===== src/hdl/assert_macros.svh =====
// ---------------------------------------------------------------------------
// assert_macros
// assertion helpers included by the rtl top module
// each macro expands to one labelled concurrent assertion on the rising edge of clk,
// switched off while arst_n is low
// ---------------------------------------------------------------------------
`ifndef ASSERT_MACROS_SVH
`define ASSERT_MACROS_SVH

// plain property check
`define ASSERT_ALWAYS(label, prop, msg) \
	label: assert property (@(posedge clk) disable iff (!arst_n) (prop)) else $error(msg);

// antecedent implies consequent in the same cycle
`define ASSERT_IMPLY(label, ante, cons, msg) \
	label: assert property (@(posedge clk) disable iff (!arst_n) (ante) |-> (cons)) \
		else $error(msg);

`endif


===== src/hdl/i2cm_pkg.sv =====
// ---------------------------------------------------------------------------
// i2cm_pkg
// types and codes for the byte-level i2c master bit engine
// ---------------------------------------------------------------------------
package i2cm_pkg;

	// input action field
	typedef logic [2:0] action_t;

	// action codes, also used as operation codes (idle shares the tick code)
	localparam action_t ACT_TICK  = 3'd0;
	localparam action_t ACT_START = 3'd1;
	localparam action_t ACT_WRITE = 3'd2;
	localparam action_t ACT_READ  = 3'd3;
	localparam action_t ACT_STOP  = 3'd4;
	localparam action_t OP_IDLE   = 3'd0;

	// phase step within a bit or a start/stop sequence
	typedef logic [1:0] step_t;
	localparam step_t STEP_SET  = 2'd0;
	localparam step_t STEP_HIGH = 2'd1;
	localparam step_t STEP_LOW  = 2'd2;

	// timing
	typedef logic [15:0] ticks_t;
	localparam ticks_t PHASE_TICKS_RST = 16'd500;

	// bits per transfer: eight data bits and one ack bit
	localparam int unsigned BITS_PER_XFER = 9;

endpackage


===== src/hdl/i2c_master_bit_engine_top.sv =====
// ---------------------------------------------------------------------------
// i2c_master_bit_engine_top
// byte-level i2c master: start, write byte, read byte and stop commands,
// stepped by tick transactions that carry the sampled sda level.
// an accepted transaction goes to the input register, then to the result register.
// throughput: one transaction per cycle unless out_ready stalls; single update stage.
// reset: bus lines released, engine idle, phase length 500 ticks, rx byte and nack clear.
// ---------------------------------------------------------------------------
module i2c_master_bit_engine_top (
	input  logic              clk,
	input  logic              arst_n,
	// configuration write channel
	input  logic              cfg_valid,
	output logic              cfg_ready,
	input  logic [15:0]       cfg_data,
	// input channel
	input  logic              in_valid,
	output logic              in_ready,
	input  i2cm_pkg::action_t action,
	input  logic [7:0]        tx_data,
	input  logic              ack_flag,
	input  logic              sda_in,
	// result channel
	output logic              out_valid,
	input  logic              out_ready,
	output logic              scl_out,
	output logic              sda_out,
	output logic              busy_res,
	output logic              done_res,
	output logic [7:0]        rx_data,
	output logic              nack
);
	import i2cm_pkg::*;

	`include "assert_macros.svh"

	// input stage
	logic        valid_s1;
	action_t     action_s1;
	logic [7:0]  tx_s1;
	logic        ackf_s1;
	logic        sample_s1;

	// engine state
	ticks_t      phase_q;
	action_t     op_q;
	step_t       step_q;
	logic [3:0]  bit_idx_q;
	logic [7:0]  shift_q;
	ticks_t      tick_q;
	logic        scl_q;
	logic        sda_q;
	logic        ack_mode_q;
	logic        nack_q;
	logic [7:0]  rx_q;

	// result register
	logic        res_valid_q;
	logic        res_scl_q;
	logic        res_sda_q;
	logic        res_busy_q;
	logic        res_done_q;
	logic [7:0]  res_rx_q;
	logic        res_nack_q;

	// next state
	action_t     op_d;
	step_t       step_d;
	logic [3:0]  bit_idx_d;
	logic [7:0]  shift_d;
	ticks_t      tick_d;
	logic        scl_d;
	logic        sda_d;
	logic        ack_mode_d;
	logic        nack_d;
	logic [7:0]  rx_d;
	logic        done_d;

	logic        advance;
	logic [16:0] tick_sum;
	ticks_t      limit;
	logic [3:0]  bit_next;
	logic        finish;

	// sda level at the start of a bit
	function automatic logic begin_bit_sda(action_t op, logic [3:0] idx,
			logic [7:0] shb, logic ackm);
		logic rd;
		rd = (op == ACT_WRITE) ? (idx >= 4'd8) : (idx < 4'd8);
		if (rd)
			return 1'b1;
		else if (op == ACT_WRITE)
			return shb[3'd7 - idx[2:0]];
		else
			return ~ackm;
	endfunction

	// current bit is sampled from the bus
	function automatic logic bit_is_read(action_t op, logic [3:0] idx);
		return (op == ACT_WRITE) ? (idx >= 4'd8) : (idx < 4'd8);
	endfunction

	// handshakes
	assign advance   = valid_s1 && (!res_valid_q || out_ready);
	assign in_ready  = !valid_s1 || advance;
	assign cfg_ready = 1'b1;

	// phase length register
	always_ff @(posedge clk or negedge arst_n) begin
		if (!arst_n) begin
			phase_q <= PHASE_TICKS_RST;
		end else if (cfg_valid) begin
			phase_q <= cfg_data;
		end
	end

	// input register
	always_ff @(posedge clk or negedge arst_n) begin
		if (!arst_n) begin
			valid_s1 <= 1'b0;
		end else if (in_ready) begin
			valid_s1 <= in_valid;
		end
	end

	always_ff @(posedge clk) begin
		if (in_ready && in_valid) begin
			action_s1 <= action;
			tx_s1     <= tx_data;
			ackf_s1   <= ack_flag;
			sample_s1 <= sda_in;
		end
	end

	// state update for one transaction
	assign limit    = (phase_q == '0) ? ticks_t'(1) : phase_q;
	assign tick_sum = {1'b0, tick_q} + 17'd1;
	assign bit_next = bit_idx_q + 4'd1;

	always_comb begin
		op_d       = op_q;
		step_d     = step_q;
		bit_idx_d  = bit_idx_q;
		shift_d    = shift_q;
		tick_d     = tick_q;
		scl_d      = scl_q;
		sda_d      = sda_q;
		ack_mode_d = ack_mode_q;
		nack_d     = nack_q;
		rx_d       = rx_q;
		done_d     = 1'b0;
		finish     = 1'b0;
		if (op_q == OP_IDLE) begin
			// command launch; ticks and unknown codes do nothing
			unique case (action_s1) inside
				ACT_START: begin
					op_d = ACT_START; step_d = STEP_SET; bit_idx_d = '0; tick_d = '0;
					sda_d = 1'b1; scl_d = 1'b1;
				end
				ACT_STOP: begin
					op_d = ACT_STOP; step_d = STEP_SET; bit_idx_d = '0; tick_d = '0;
					sda_d = 1'b0; scl_d = 1'b0;
				end
				ACT_WRITE, ACT_READ: begin
					op_d = action_s1; step_d = STEP_SET; bit_idx_d = '0; tick_d = '0;
					ack_mode_d = ackf_s1;
					shift_d = (action_s1 == ACT_WRITE) ? tx_s1 : 8'd0;
					sda_d = begin_bit_sda(action_s1, 4'd0, shift_d, ackf_s1);
				end
				default: begin
				end
			endcase
		end else if (action_s1 == ACT_TICK) begin
			// tick counting and phase end
			if (tick_sum >= {1'b0, limit}) begin
				tick_d = '0;
				unique case (op_q)
					ACT_START: begin
						if (step_q == STEP_SET) begin
							sda_d = 1'b0; step_d = STEP_HIGH;
						end else begin
							scl_d = 1'b0; finish = 1'b1;
						end
					end
					ACT_STOP: begin
						if (step_q == STEP_SET) begin
							scl_d = 1'b1; step_d = STEP_HIGH;
						end else begin
							sda_d = 1'b1; finish = 1'b1;
						end
					end
					default: begin
						// byte transfer bit phases
						if (step_q == STEP_SET) begin
							scl_d = 1'b1; step_d = STEP_HIGH;
						end else if (step_q == STEP_HIGH) begin
							if (bit_is_read(op_q, bit_idx_q)) begin
								if (op_q == ACT_WRITE)
									nack_d = ack_mode_q & sample_s1;
								else
									shift_d = {shift_q[6:0], sample_s1};
							end
							scl_d = 1'b0; step_d = STEP_LOW;
						end else begin
							bit_idx_d = bit_next; step_d = STEP_SET;
							if (bit_next >= 4'(BITS_PER_XFER)) begin
								if (op_q == ACT_READ)
									rx_d = shift_q;
								finish = 1'b1;
							end else begin
								sda_d = begin_bit_sda(op_q, bit_next, shift_q, ack_mode_q);
							end
						end
					end
				endcase
				if (finish) begin
					op_d = OP_IDLE; step_d = STEP_SET; bit_idx_d = '0; done_d = 1'b1;
				end
			end else begin
				tick_d = tick_sum[15:0];
			end
		end
	end

	// engine state registers
	always_ff @(posedge clk or negedge arst_n) begin
		if (!arst_n) begin
			op_q       <= OP_IDLE;
			step_q     <= STEP_SET;
			bit_idx_q  <= '0;
			shift_q    <= '0;
			tick_q     <= '0;
			scl_q      <= 1'b1;
			sda_q      <= 1'b1;
			ack_mode_q <= 1'b0;
			nack_q     <= 1'b0;
			rx_q       <= '0;
		end else if (advance) begin
			op_q       <= op_d;
			step_q     <= step_d;
			bit_idx_q  <= bit_idx_d;
			shift_q    <= shift_d;
			tick_q     <= tick_d;
			scl_q      <= scl_d;
			sda_q      <= sda_d;
			ack_mode_q <= ack_mode_d;
			nack_q     <= nack_d;
			rx_q       <= rx_d;
		end
	end

	// result register
	always_ff @(posedge clk or negedge arst_n) begin
		if (!arst_n) begin
			res_valid_q <= 1'b0;
		end else if (advance) begin
			res_valid_q <= 1'b1;
		end else if (out_ready) begin
			res_valid_q <= 1'b0;
		end
	end

	always_ff @(posedge clk) begin
		if (advance) begin
			res_scl_q  <= scl_d;
			res_sda_q  <= sda_d;
			res_busy_q <= (op_d != OP_IDLE);
			res_done_q <= done_d;
			res_rx_q   <= rx_d;
			res_nack_q <= nack_d;
		end
	end

	assign out_valid = res_valid_q;
	assign scl_out   = res_scl_q;
	assign sda_out   = res_sda_q;
	assign busy_res  = res_busy_q;
	assign done_res  = res_done_q;
	assign rx_data   = res_rx_q;
	assign nack      = res_nack_q;

	// checks
	`ASSERT_IMPLY(a_done_not_busy, out_valid && done_res, !busy_res, "done while still busy")
	`ASSERT_IMPLY(a_idle_clean, op_q == OP_IDLE, step_q == STEP_SET && bit_idx_q == 4'd0, "idle with stale bit state")
	`ASSERT_ALWAYS(a_bit_range, bit_idx_q < 4'(BITS_PER_XFER), "bit index past ack bit")
	`ASSERT_IMPLY(a_stall_cause, !in_ready, valid_s1 && out_valid && !out_ready, "input stalled without a full result")
	`ASSERT_IMPLY(a_seq_steps, op_q == ACT_START || op_q == ACT_STOP, step_q != STEP_LOW, "start or stop in a bit step")

endmodule

===== config.mk =====
export PLATFORM = sky130hd
export DESIGN_NAME = i2c_master_bit_engine_top
export DESIGN_NICKNAME = d
export VERILOG_FILES = /design/src/hdl/i2cm_pkg.sv /design/src/hdl/i2c_master_bit_engine_top.sv
export VERILOG_INCLUDE_DIRS = /design/src /design/src/hdl
export SDC_FILE = /design/constraint.sdc
export NUM_CORES = 1
export LEC_CHECK = 0
export BUFFER_PORTS_ARGS = -buffer_cell sky130_fd_sc_hd__buf_2
export CORE_MARGIN = 3
export CORE_UTILIZATION = 63
export CTS_BUF_LIST = sky130_fd_sc_hd__clkbuf_16
export DETAILED_ROUTE_END_ITERATION = 16
export HOLD_SLACK_MARGIN = 0.06
export MAX_ROUTING_LAYER = met4
export PLACE_DENSITY = 0.89
export SETUP_SLACK_MARGIN = 0.3
export SYNTH_ARGS = -nofsm -noshare
export SYNTH_HDL_FRONTEND = slang
export SYNTH_SLANG_ARGS = --single-unit

===== constraint.sdc =====
create_clock -name clk -period 11.12 [get_ports clk]
set_clock_uncertainty 0.2 [all_clocks]
set_input_delay 2.78 -clock clk [delete_from_list [all_inputs] [get_ports clk]]
set_output_delay 2.78 -clock clk [all_outputs]
set_load 0.02 [all_outputs]

==> metrics.yaml, run 1 <==
chipHeight_um: 92.4
rsz0062_at_grt: "no"
wirelength_met1_um: 4530
cell_type_with_the_highest_occurrence_count_on_the_critical_path: "sky130_fd_sc_hd__buf_2"
worst-slew-pin-transition_ns: 0.822
vias_per_cell: 6.15
seq_area_mm2: 0.00237
num-fill-cells: 473
slowest_delay_ns: 0.18
worst_setup_end_kind: "output pin"
syn-cell-area_mm2: 0.00470
clock_latency_ns: 0.34
ys_top_cells_by_area: "sky130_fd_sc_hd__dfrtp_1 (29%), sky130_fd_sc_hd__edfxtp_1 (17%), sky130_fd_sc_hd__mux2_2 (6.9%)"
critical_path_arrival_ns: 3.23
ir_drop_v: 0.000103
cp_cell_sequence: "buf_2, nand3b_1, buf_2"
wl_met3_um: 756
routed_wirelength_um: 10400
edff_count_synth: 26
post_dp_cell_area_mm2: 0.00500
critical_path_fanouts_max: 3
drtAntennaViolNets: 0
clock_sinks: 89
place_congestion: 0.924
floorplan.io_pins: 50
final_net_count: 549
clkTransAtPathRegs_ns: 0.07
min_period_ns: 6.21
rows: 30
power.static_leakage_nw: 2.35
ys_seq_elements: 89
vias_in_the_first_global_route: 3608
fin_tns_setup_ns: 0
synth.net_count: 506
port_buffers: 48
highest-signal-layer: "met4"
postSynthCellCount: 453
detailedPlacementHpwl_um: 7160
report.final.setup_viol: 0
synthDominantAreaCellType: "sky130_fd_sc_hd__dfrtp_1"
grt-ovfl-total: 0
starting_utilization_of_the_core_area_pct: 67.0
floorplan.die.width_um: 92.4
postCtsSetupBuffers: 0
cts_buffers: 9
ctsHoldBuffers: 0
syn-mean-instance-area_um2: 10.4
cts_resized: 0
layout.cells.most_common: "sky130_fd_sc_hd__dfrtp_1"
drt_iter0_markers: 488
clock_tree.root_cell: "sky130_fd_sc_hd__clkbuf_16"
grt_first_pass_wirelength_um: 17700
drt-pass1-iter-count: 6
seq_area_frac_synth_pct: 50.4
worstSetupStartpointType: "input pin"
routed-wl-met2_um: 4950
grt_usage_pct: 27.2
timing.setup.critical_path_class: "in2out"
post_route_cells_drive_above_1_share_pct: 22.6
hold_class: "reg2reg"
fin_area_mm2: 0.00531
area_enclosed_by_the_die_boundary_mm2: 0.00853
yosysWarnings: 0
grt_start_max_net_pins: 64
coreArea_mm2: 0.00702
grt_antenna_before_repair: 0
area.growth.synth_to_final_pct: 12.9
most-common-layout-cells: "sky130_fd_sc_hd__dfrtp_1 (55), sky130_fd_sc_hd__nand2_1 (54), sky130_fd_sc_hd__buf_2 (48)"
final_cycle_utilization_of_the_critical_path_pct: 55.8
cp.required_ns: 8.14
tritoncts: "yes"
ctsHtreeMaxLevel: 3
status: "complete, no violations"
power.density_mw_per_mm2: 176
fmax_ghz: 0.161
drc: 0
vias: 3669
routed_wl_per_cell_um: 17.5
timing.critical_path.slowest_stage_cell: "sky130_fd_sc_hd__buf_2"
synth_top_cell_area_share_pct: 29.3
hold_violations: 0
synth-async-reset-ratio_pct: 70.8
top_reg_cell_synth: "sky130_fd_sc_hd__dfrtp_1"
drv_cap: 0
slew-limit-headroom_pct: 44.9
diodes: 0
timing_max_transition_violations_final: 0
multi_input_comb_area_mm2: 0.00214
yosysUniqueCellTypes: 60
clk_path_buf_depth: 2
logic make-up after synthesis:
family	Yosys count	synth area share, %
compound gates	105	14.6
xor+xnor	19	3.54
fa+ha+maj	19	5.06
buf+inv	49	4.05
flops	89	50.4
mux	31	7.91
other cells	1	0.0798
simple gates	140	14.4
critical path: cells and delay by family:
| family | cells | cell delay, ns |
|---|---|---|
| buf+inv | 2 | 0.28 |
| simple gates | 1 | 0.17 |
synthesized netlist by cell type, types with 3 or more instances:
master	count
sky130_fd_sc_hd__o2111ai_1	3
sky130_fd_sc_hd__xor2_1	7
sky130_fd_sc_hd__o21ai_0	44
sky130_fd_sc_hd__clkbuf_1	14
sky130_fd_sc_hd__inv_1	31
sky130_fd_sc_hd__a21o_1	3
sky130_fd_sc_hd__mux2_2	29
sky130_fd_sc_hd__nand4_1	3
sky130_fd_sc_hd__o31ai_1	4
sky130_fd_sc_hd__dfrtp_1	55
sky130_fd_sc_hd__xnor2_1	12
sky130_fd_sc_hd__o41ai_1	3
sky130_fd_sc_hd__nor3b_1	3
sky130_fd_sc_hd__nor3_1	5
sky130_fd_sc_hd__a21oi_1	18
sky130_fd_sc_hd__nand2b_1	6
sky130_fd_sc_hd__or3_1	3
sky130_fd_sc_hd__a22o_1	12
sky130_fd_sc_hd__ha_1	19
sky130_fd_sc_hd__nand3_1	15
sky130_fd_sc_hd__nor4_1	4
sky130_fd_sc_hd__and2_1	4
sky130_fd_sc_hd__nor2_1	29
sky130_fd_sc_hd__nand2_1	54
sky130_fd_sc_hd__dfstp_2	8
sky130_fd_sc_hd__edfxtp_1	26
state kept, by name (all words and copies together) (netlist names), 4 cells and up:
name       cells
phase_q       16
tick_q        16
rx_data        8
rx_q           8
shift_q        8
tx_s1          8
bit_idx_q      4
stage by stage:
| stage | power [W] | util [%] | hold WS [ns] | setup slack, ns | cells |
|---|---|---|---|---|---|
| 2_1_floorplan | 0.000568 | - | 0.226 | 5.08 | 453 |
| 3_3_place_gp | 0.000613 | 71.2 | 0.243 | 4.93 | 581 |
| 3_5_place_dp | 0.000626 | 71.2 | 0.268 | 4.91 | 581 |
| 4_1_cts | 0.000931 | 75.6 | 0.288 | 4.91 | 597 |
| 5_1_grt | 0.000984 | 75.6 | 0.332 | 4.87 | 597 |
| 6_report | 0.000934 | 75.6 | 0.283 | 4.91 | 597 |
power breakdown:
part / leakage [nW] / switching (W) / internal (W) / total (W)
Sequential: 1.05 / 0.0000521 / 0.000377 / 0.000429
Combinational: 1.15 / 0.000120 / 0.0000804 / 0.000201
Clock: 0.150 / 0.000143 / 0.000160 / 0.000304
Total: 2.35 / 0.000316 / 0.000618 / 0.000934
layout make-up:
cell class                 instances  area share [%]
inverter                          31            2.19
sequential                        89            44.6
tap                               96            2.26
timing repair buffer              50            4.81
clock buffer                       9            4.24
clock inverter                     7            1.53
multi-input combinational        315            40.4
metal layers:
layer  up-vias  global-route usage (%)
met5         -                       -
met4         0                    7.30
met3        31                    6.99
met2       169                    41.3
met1      1761                    36.9
li1       1708                       -
worst paths after layout:
path	from	slack, ns	endpoint	depth (start not counted)
worst max-delay path	out_ready	4.91	in_ready	3
worst max register to register	tick_q[0]	6.73	rx_data[5]	14
worst min register to register	ackf_s1	0.28	ack_mode_q	2
max in group asynchronous	arst_n	7.78	step_q[0]	2
worst min-delay path	ackf_s1	0.28	ack_mode_q	2
min in group asynchronous	arst_n	2.40	bit_idx_q[1]	2
No activity file was read; power rests on OpenSTA's default activity.
==> inputs of run 2 (changes only) <==
--- a/config.mk
+++ b/config.mk
@@ -6,14 +6,15 @@
 export SDC_FILE = /design/constraint.sdc
 export NUM_CORES = 1
 export LEC_CHECK = 0
+export ABC_AREA = 1
 export BUFFER_PORTS_ARGS = -buffer_cell sky130_fd_sc_hd__buf_2
 export CORE_MARGIN = 3
-export CORE_UTILIZATION = 63
+export CORE_UTILIZATION = 53
 export CTS_BUF_LIST = sky130_fd_sc_hd__clkbuf_16
 export DETAILED_ROUTE_END_ITERATION = 16
 export HOLD_SLACK_MARGIN = 0.06
 export MAX_ROUTING_LAYER = met4
-export PLACE_DENSITY = 0.89
+export PLACE_DENSITY = 0.8
 export SETUP_SLACK_MARGIN = 0.3
 export SYNTH_ARGS = -nofsm -noshare
 export SYNTH_HDL_FRONTEND = slang
==> constraint.sdc (replaced) <==
create_clock -name clk -period 5.27 [get_ports clk]
set_clock_uncertainty 0.2 [all_clocks]
set_input_delay 1.3175 -clock clk [delete_from_list [all_inputs] [get_ports clk]]
set_output_delay 1.3175 -clock clk [all_outputs]
set_load 0.02 [all_outputs]
==> run 2 against run 1 <==
Against the previous run:
- sequential share of layout area is 1.5 points lower
- largest power group unchanged
- die area increased by 21%
- first-iteration DRC count is 49% lower
==> metrics.yaml, run 2 <==
status: "complete, no violations"  # unchanged
routed_wl_per_cell_um: 13.6  # was 17.5 um
fin_tns_setup_ns: 0  # unchanged
routed_wirelength_um: 9920  # was 10400 um
sw_frac_of_total_pct: 33.7  # was 33.8%
top_reg_cell_synth: "sky130_fd_sc_hd__dfrtp_1"  # unchanged
detailedPlace.worstSlack_ns: 1.51  # was 4.91 ns
routed-wl-met2_um: 4750  # was 4950 um
fin_worst_hold_slack_ns: 0.278  # was 0.283 ns
timing.setup.critical_path_class: "reg2reg"  # was in2out
synth-async-reset-ratio_pct: 70.8  # unchanged
power.sequential.fraction_pct: 43.0  # was 46.0%
layout.cells.most_common: "sky130_fd_sc_hd__nand2_1"  # was sky130_fd_sc_hd__dfrtp_1
place_congestion: 0.923  # was 0.924
final_cycle_utilization_of_the_critical_path_pct: 73.6
cts_buffers: 9  # unchanged
ctsHtreeMaxLevel: 3  # unchanged
synth_top_cell_area_share_pct: 28.4  # was 29.3%
grt_start_max_net_pins: 45  # was 64
hold_violations: 0  # unchanged
ir_drop_v: 0.000204  # was 0.000103 V
edff_count_synth: 26  # unchanged
report.final.setup_viol: 0  # unchanged
area.growth.synth_to_final_pct: 13.1  # was 12.9%
clkTransAtPathRegs_ns: 0.06  # was 0.07 ns
postCtsSetupBuffers: 0  # unchanged
vias: 3922  # was 3669
rows: 34  # was 30
post_dp_cell_area_mm2: 0.00518  # was 0.00500 mm2
worstSetupStartpointType: "register"  # was input pin
synth.net_count: 622  # was 506
clock_sinks: 89  # unchanged
grt_first_pass_wirelength_um: 17100  # was 17700 um
floorplan.die.width_um: 102  # was 92.4 um
syn-cell-area_mm2: 0.00485  # was 0.00470 mm2
yosysWarnings: 0  # unchanged
p_sw_w: 0.000760  # was 0.000316 W
ys_top_cells_by_area: "sky130_fd_sc_hd__dfrtp_1 (28%), sky130_fd_sc_hd__edfxtp_1 (16%), sky130_fd_sc_hd__nand2_1 (10%)"  # was sky130_fd_sc_hd__dfrtp_1 (29%), sky130_fd_sc_hd__edfxtp_1 (17%), sky130_fd_sc_hd__mux2_2 (6.9%)
vias_per_cell: 5.37  # was 6.15
synth_common_cells: "sky130_fd_sc_hd__nand2_1 (135), sky130_fd_sc_hd__inv_1 (84), sky130_fd_sc_hd__dfrtp_1 (55), sky130_fd_sc_hd__nand3_1 (50), sky130_fd_sc_hd__o21ai_0 (49)"  # was sky130_fd_sc_hd__dfrtp_1 (55), sky130_fd_sc_hd__nand2_1 (54), sky130_fd_sc_hd__o21ai_0 (44), sky130_fd_sc_hd__inv_1 (31)
cp.required_ns: 5.15  # was 8.14 ns
fmax_ghz: 0.258
worst-slew-pin-transition_ns: 1.14  # was 0.822 ns
vias_in_the_first_global_route: 3791  # was 3608
p_total_w: 0.00226  # was 0.000934 W
critical_path_fanouts_max: 7  # was 3
area_enclosed_by_the_die_boundary_mm2: 0.0103  # was 0.00853 mm2
drt-pass1-iter-count: 7  # was 6
fin_area_mm2: 0.00549  # was 0.00531 mm2
wl_met3_um: 614  # was 756 um
final_net_count: 671  # was 549
synthDominantAreaCellType: "sky130_fd_sc_hd__dfrtp_1"  # unchanged
seq_area_frac_synth_pct: 48.8  # was 50.4%
floorplan.io_pins: 50  # unchanged
clock_latency_ns: 0.33  # was 0.34 ns
clk_path_buf_depth: 2  # unchanged
grt-ovfl-total: 0  # unchanged
hold_class: "reg2reg"  # unchanged
timing_max_transition_violations_final: 0  # unchanged
largest_registers: "phase_q: 16 flops, tick_q: 16 flops"  # unchanged
diodes: 0  # unchanged
clock_tree.root_cell: "sky130_fd_sc_hd__clkbuf_16"  # unchanged
highest-signal-layer: "met4"  # unchanged
clock_power_share_pct: 28.5  # was 32.5%
detailedPlacementHpwl_um: 7210  # was 7160 um
port_buffers: 48  # unchanged
drc: 0  # unchanged
cellInternalPower_w: 0.00150  # was 0.000618 W
coreArea_mm2: 0.00881  # was 0.00702 mm2
post_route_cells_drive_above_1_share_pct: 15.7  # was 22.6%
drt_iter0_markers: 248  # was 488
grt_usage_pct: 21.4  # was 27.2%
comb_power_share_pct: 28.6  # was 21.5%
worst_slack_setup_final_ns: 1.39  # was 4.91 ns
power.density_mw_per_mm2: 411  # was 176 mW/mm2
slew-limit-headroom_pct: 23.3  # was 44.9%
chipHeight_um: 102  # was 92.4 um
power.static_leakage_nw: 2.73  # was 2.35 nW
most-common-layout-cells: "sky130_fd_sc_hd__nand2_1 (135), sky130_fd_sc_hd__inv_1 (85), sky130_fd_sc_hd__dfrtp_1 (55)"  # was sky130_fd_sc_hd__dfrtp_1 (55), sky130_fd_sc_hd__nand2_1 (54), sky130_fd_sc_hd__buf_2 (48)
cts_resized: 0  # unchanged
worst_setup_end_kind: "register"  # was output pin
rsz0062_at_grt: "no"  # unchanged
starting_utilization_of_the_core_area_pct: 55.1  # was 67.0%
drv_cap: 0  # unchanged
syn-mean-instance-area_um2: 8.53  # was 10.4 um2
ys_seq_elements: 89  # unchanged
ctsHoldBuffers: 0  # unchanged
min_period_ns: 3.88
synth_most_common_cell: "sky130_fd_sc_hd__nand2_1"  # was sky130_fd_sc_hd__dfrtp_1
postSynthCellCount: 569  # was 453
grt_antenna_before_repair: 0  # unchanged
yosysUniqueCellTypes: 49  # was 60
tritoncts: "yes"  # unchanged
critical_path_arrival_ns: 3.76  # was 3.23 ns
wirelength_met1_um: 4350  # was 4530 um
drtAntennaViolNets: 0  # unchanged
## run 2: changes by cell type after synthesis, moves of 7 or more
cell / previous run / this run
sky130_fd_sc_hd__o21ai_1: 0 / 7
sky130_fd_sc_hd__nand4_1: 3 / 10
sky130_fd_sc_hd__a21oi_1: 18 / 9
sky130_fd_sc_hd__mux2_2: 29 / 1
sky130_fd_sc_hd__nand2_1: 54 / 135
sky130_fd_sc_hd__xnor2_1: 12 / 0
sky130_fd_sc_hd__a22o_1: 12 / 0
sky130_fd_sc_hd__nand3_1: 15 / 50
sky130_fd_sc_hd__inv_1: 31 / 84
## run 2: final timing paths
kind / slack (ns) / endpoint / cells past startpoint / from
worst max register to register: 1.39 / busy_res / 25 / tick_q[0]
worst min-delay path: 0.28 / ack_mode_q / 1 / ackf_s1
min in group asynchronous: 0.72 / phase_q[11] / 1 / arst_n
worst min register to register: 0.28 / ack_mode_q / 1 / ackf_s1
worst max-delay path: 1.39 / busy_res / 25 / tick_q[0]
max in group asynchronous: 3.20 / valid_s1 / 2 / arst_n
## run 2: critical path: stages, from the launching register on
cell and delay [ns]:
sky130_fd_sc_hd__dfrtp_1 0.46, sky130_fd_sc_hd__ha_1 0.25, sky130_fd_sc_hd__nand3_2 0.13, sky130_fd_sc_hd__nor3_4 0.20, sky130_fd_sc_hd__nand2_2 0.09, sky130_fd_sc_hd__nor2_4 0.13, sky130_fd_sc_hd__nand3_2 0.10, sky130_fd_sc_hd__inv_1 0.09
sky130_fd_sc_hd__nand2_1 0.05, sky130_fd_sc_hd__nand2_1 0.09, sky130_fd_sc_hd__inv_1 0.05, sky130_fd_sc_hd__ha_1 0.31, sky130_fd_sc_hd__nand2_1 0.06, sky130_fd_sc_hd__nor2_1 0.20, sky130_fd_sc_hd__and2_1 0.17, sky130_fd_sc_hd__nand2_1 0.05
sky130_fd_sc_hd__nand3_1 0.10, sky130_fd_sc_hd__nand2_1 0.06, sky130_fd_sc_hd__nand2_1 0.05, sky130_fd_sc_hd__nand2_1 0.08, sky130_fd_sc_hd__nand2_4 0.12, sky130_fd_sc_hd__nand3_1 0.21, sky130_fd_sc_hd__nand2_1 0.14, sky130_fd_sc_hd__o21ai_1 0.10
sky130_fd_sc_hd__inv_1 0.06, sky130_fd_sc_hd__nand3_1 0.06
## run 2: final cells by class
| class | count | area [um2] |
|---|---|---|
| clock buffer | 10 | 250 |
| fill | 756 | 3320 |
| multi-input combinational | 378 | 2080 |
| tap | 108 | 135 |
| timing repair buffer | 50 | 255 |
| sequential | 89 | 2370 |
| clock inverter | 6 | 56.3 |
| inverter | 90 | 344 |
## run 2: power by group through the flow
stage	clock (W)	sequential [W]	combinational, W
after floorplan	0	0.000981	0.000462
after global placement	0	0.000970	0.000612
after detailed placement	0	0.000978	0.000639
after CTS	0.000655	0.000968	0.000646
after global routing	0.000688	0.000984	0.000743
final	0.000642	0.000970	0.000645
## run 2: cell families (layout without fill, tap and decap cells)
family / after synthesis / in the layout / synth area share, %
compound gates: 85 / 85 / 9.82
xor+xnor: 11 / 11 / 1.99
fa+ha+maj: 19 / 19 / 4.90
buf+inv: 102 / 156 / 8.38
flops: 89 / 89 / 48.8
mux: 1 / 1 / 0.232
other cells: 1 / 1 / 0.0773
simple gates: 261 / 261 / 25.8
## run 2: routing by layer
metal / up-vias / track usage [%]
met5: - / -
met4: 0 / 6.95
met2: 131 / 35.2
met3: 19 / 3.24
li1: 1964 / -
met1: 1808 / 27.2
## run 2: per-stage QoR
stage,utilization (%),std cells
finish,62.3,731
CTS,62.3,731
global route,62.3,731
global placement,58.8,715
detailed placement,58.8,715
floorplan,-,569
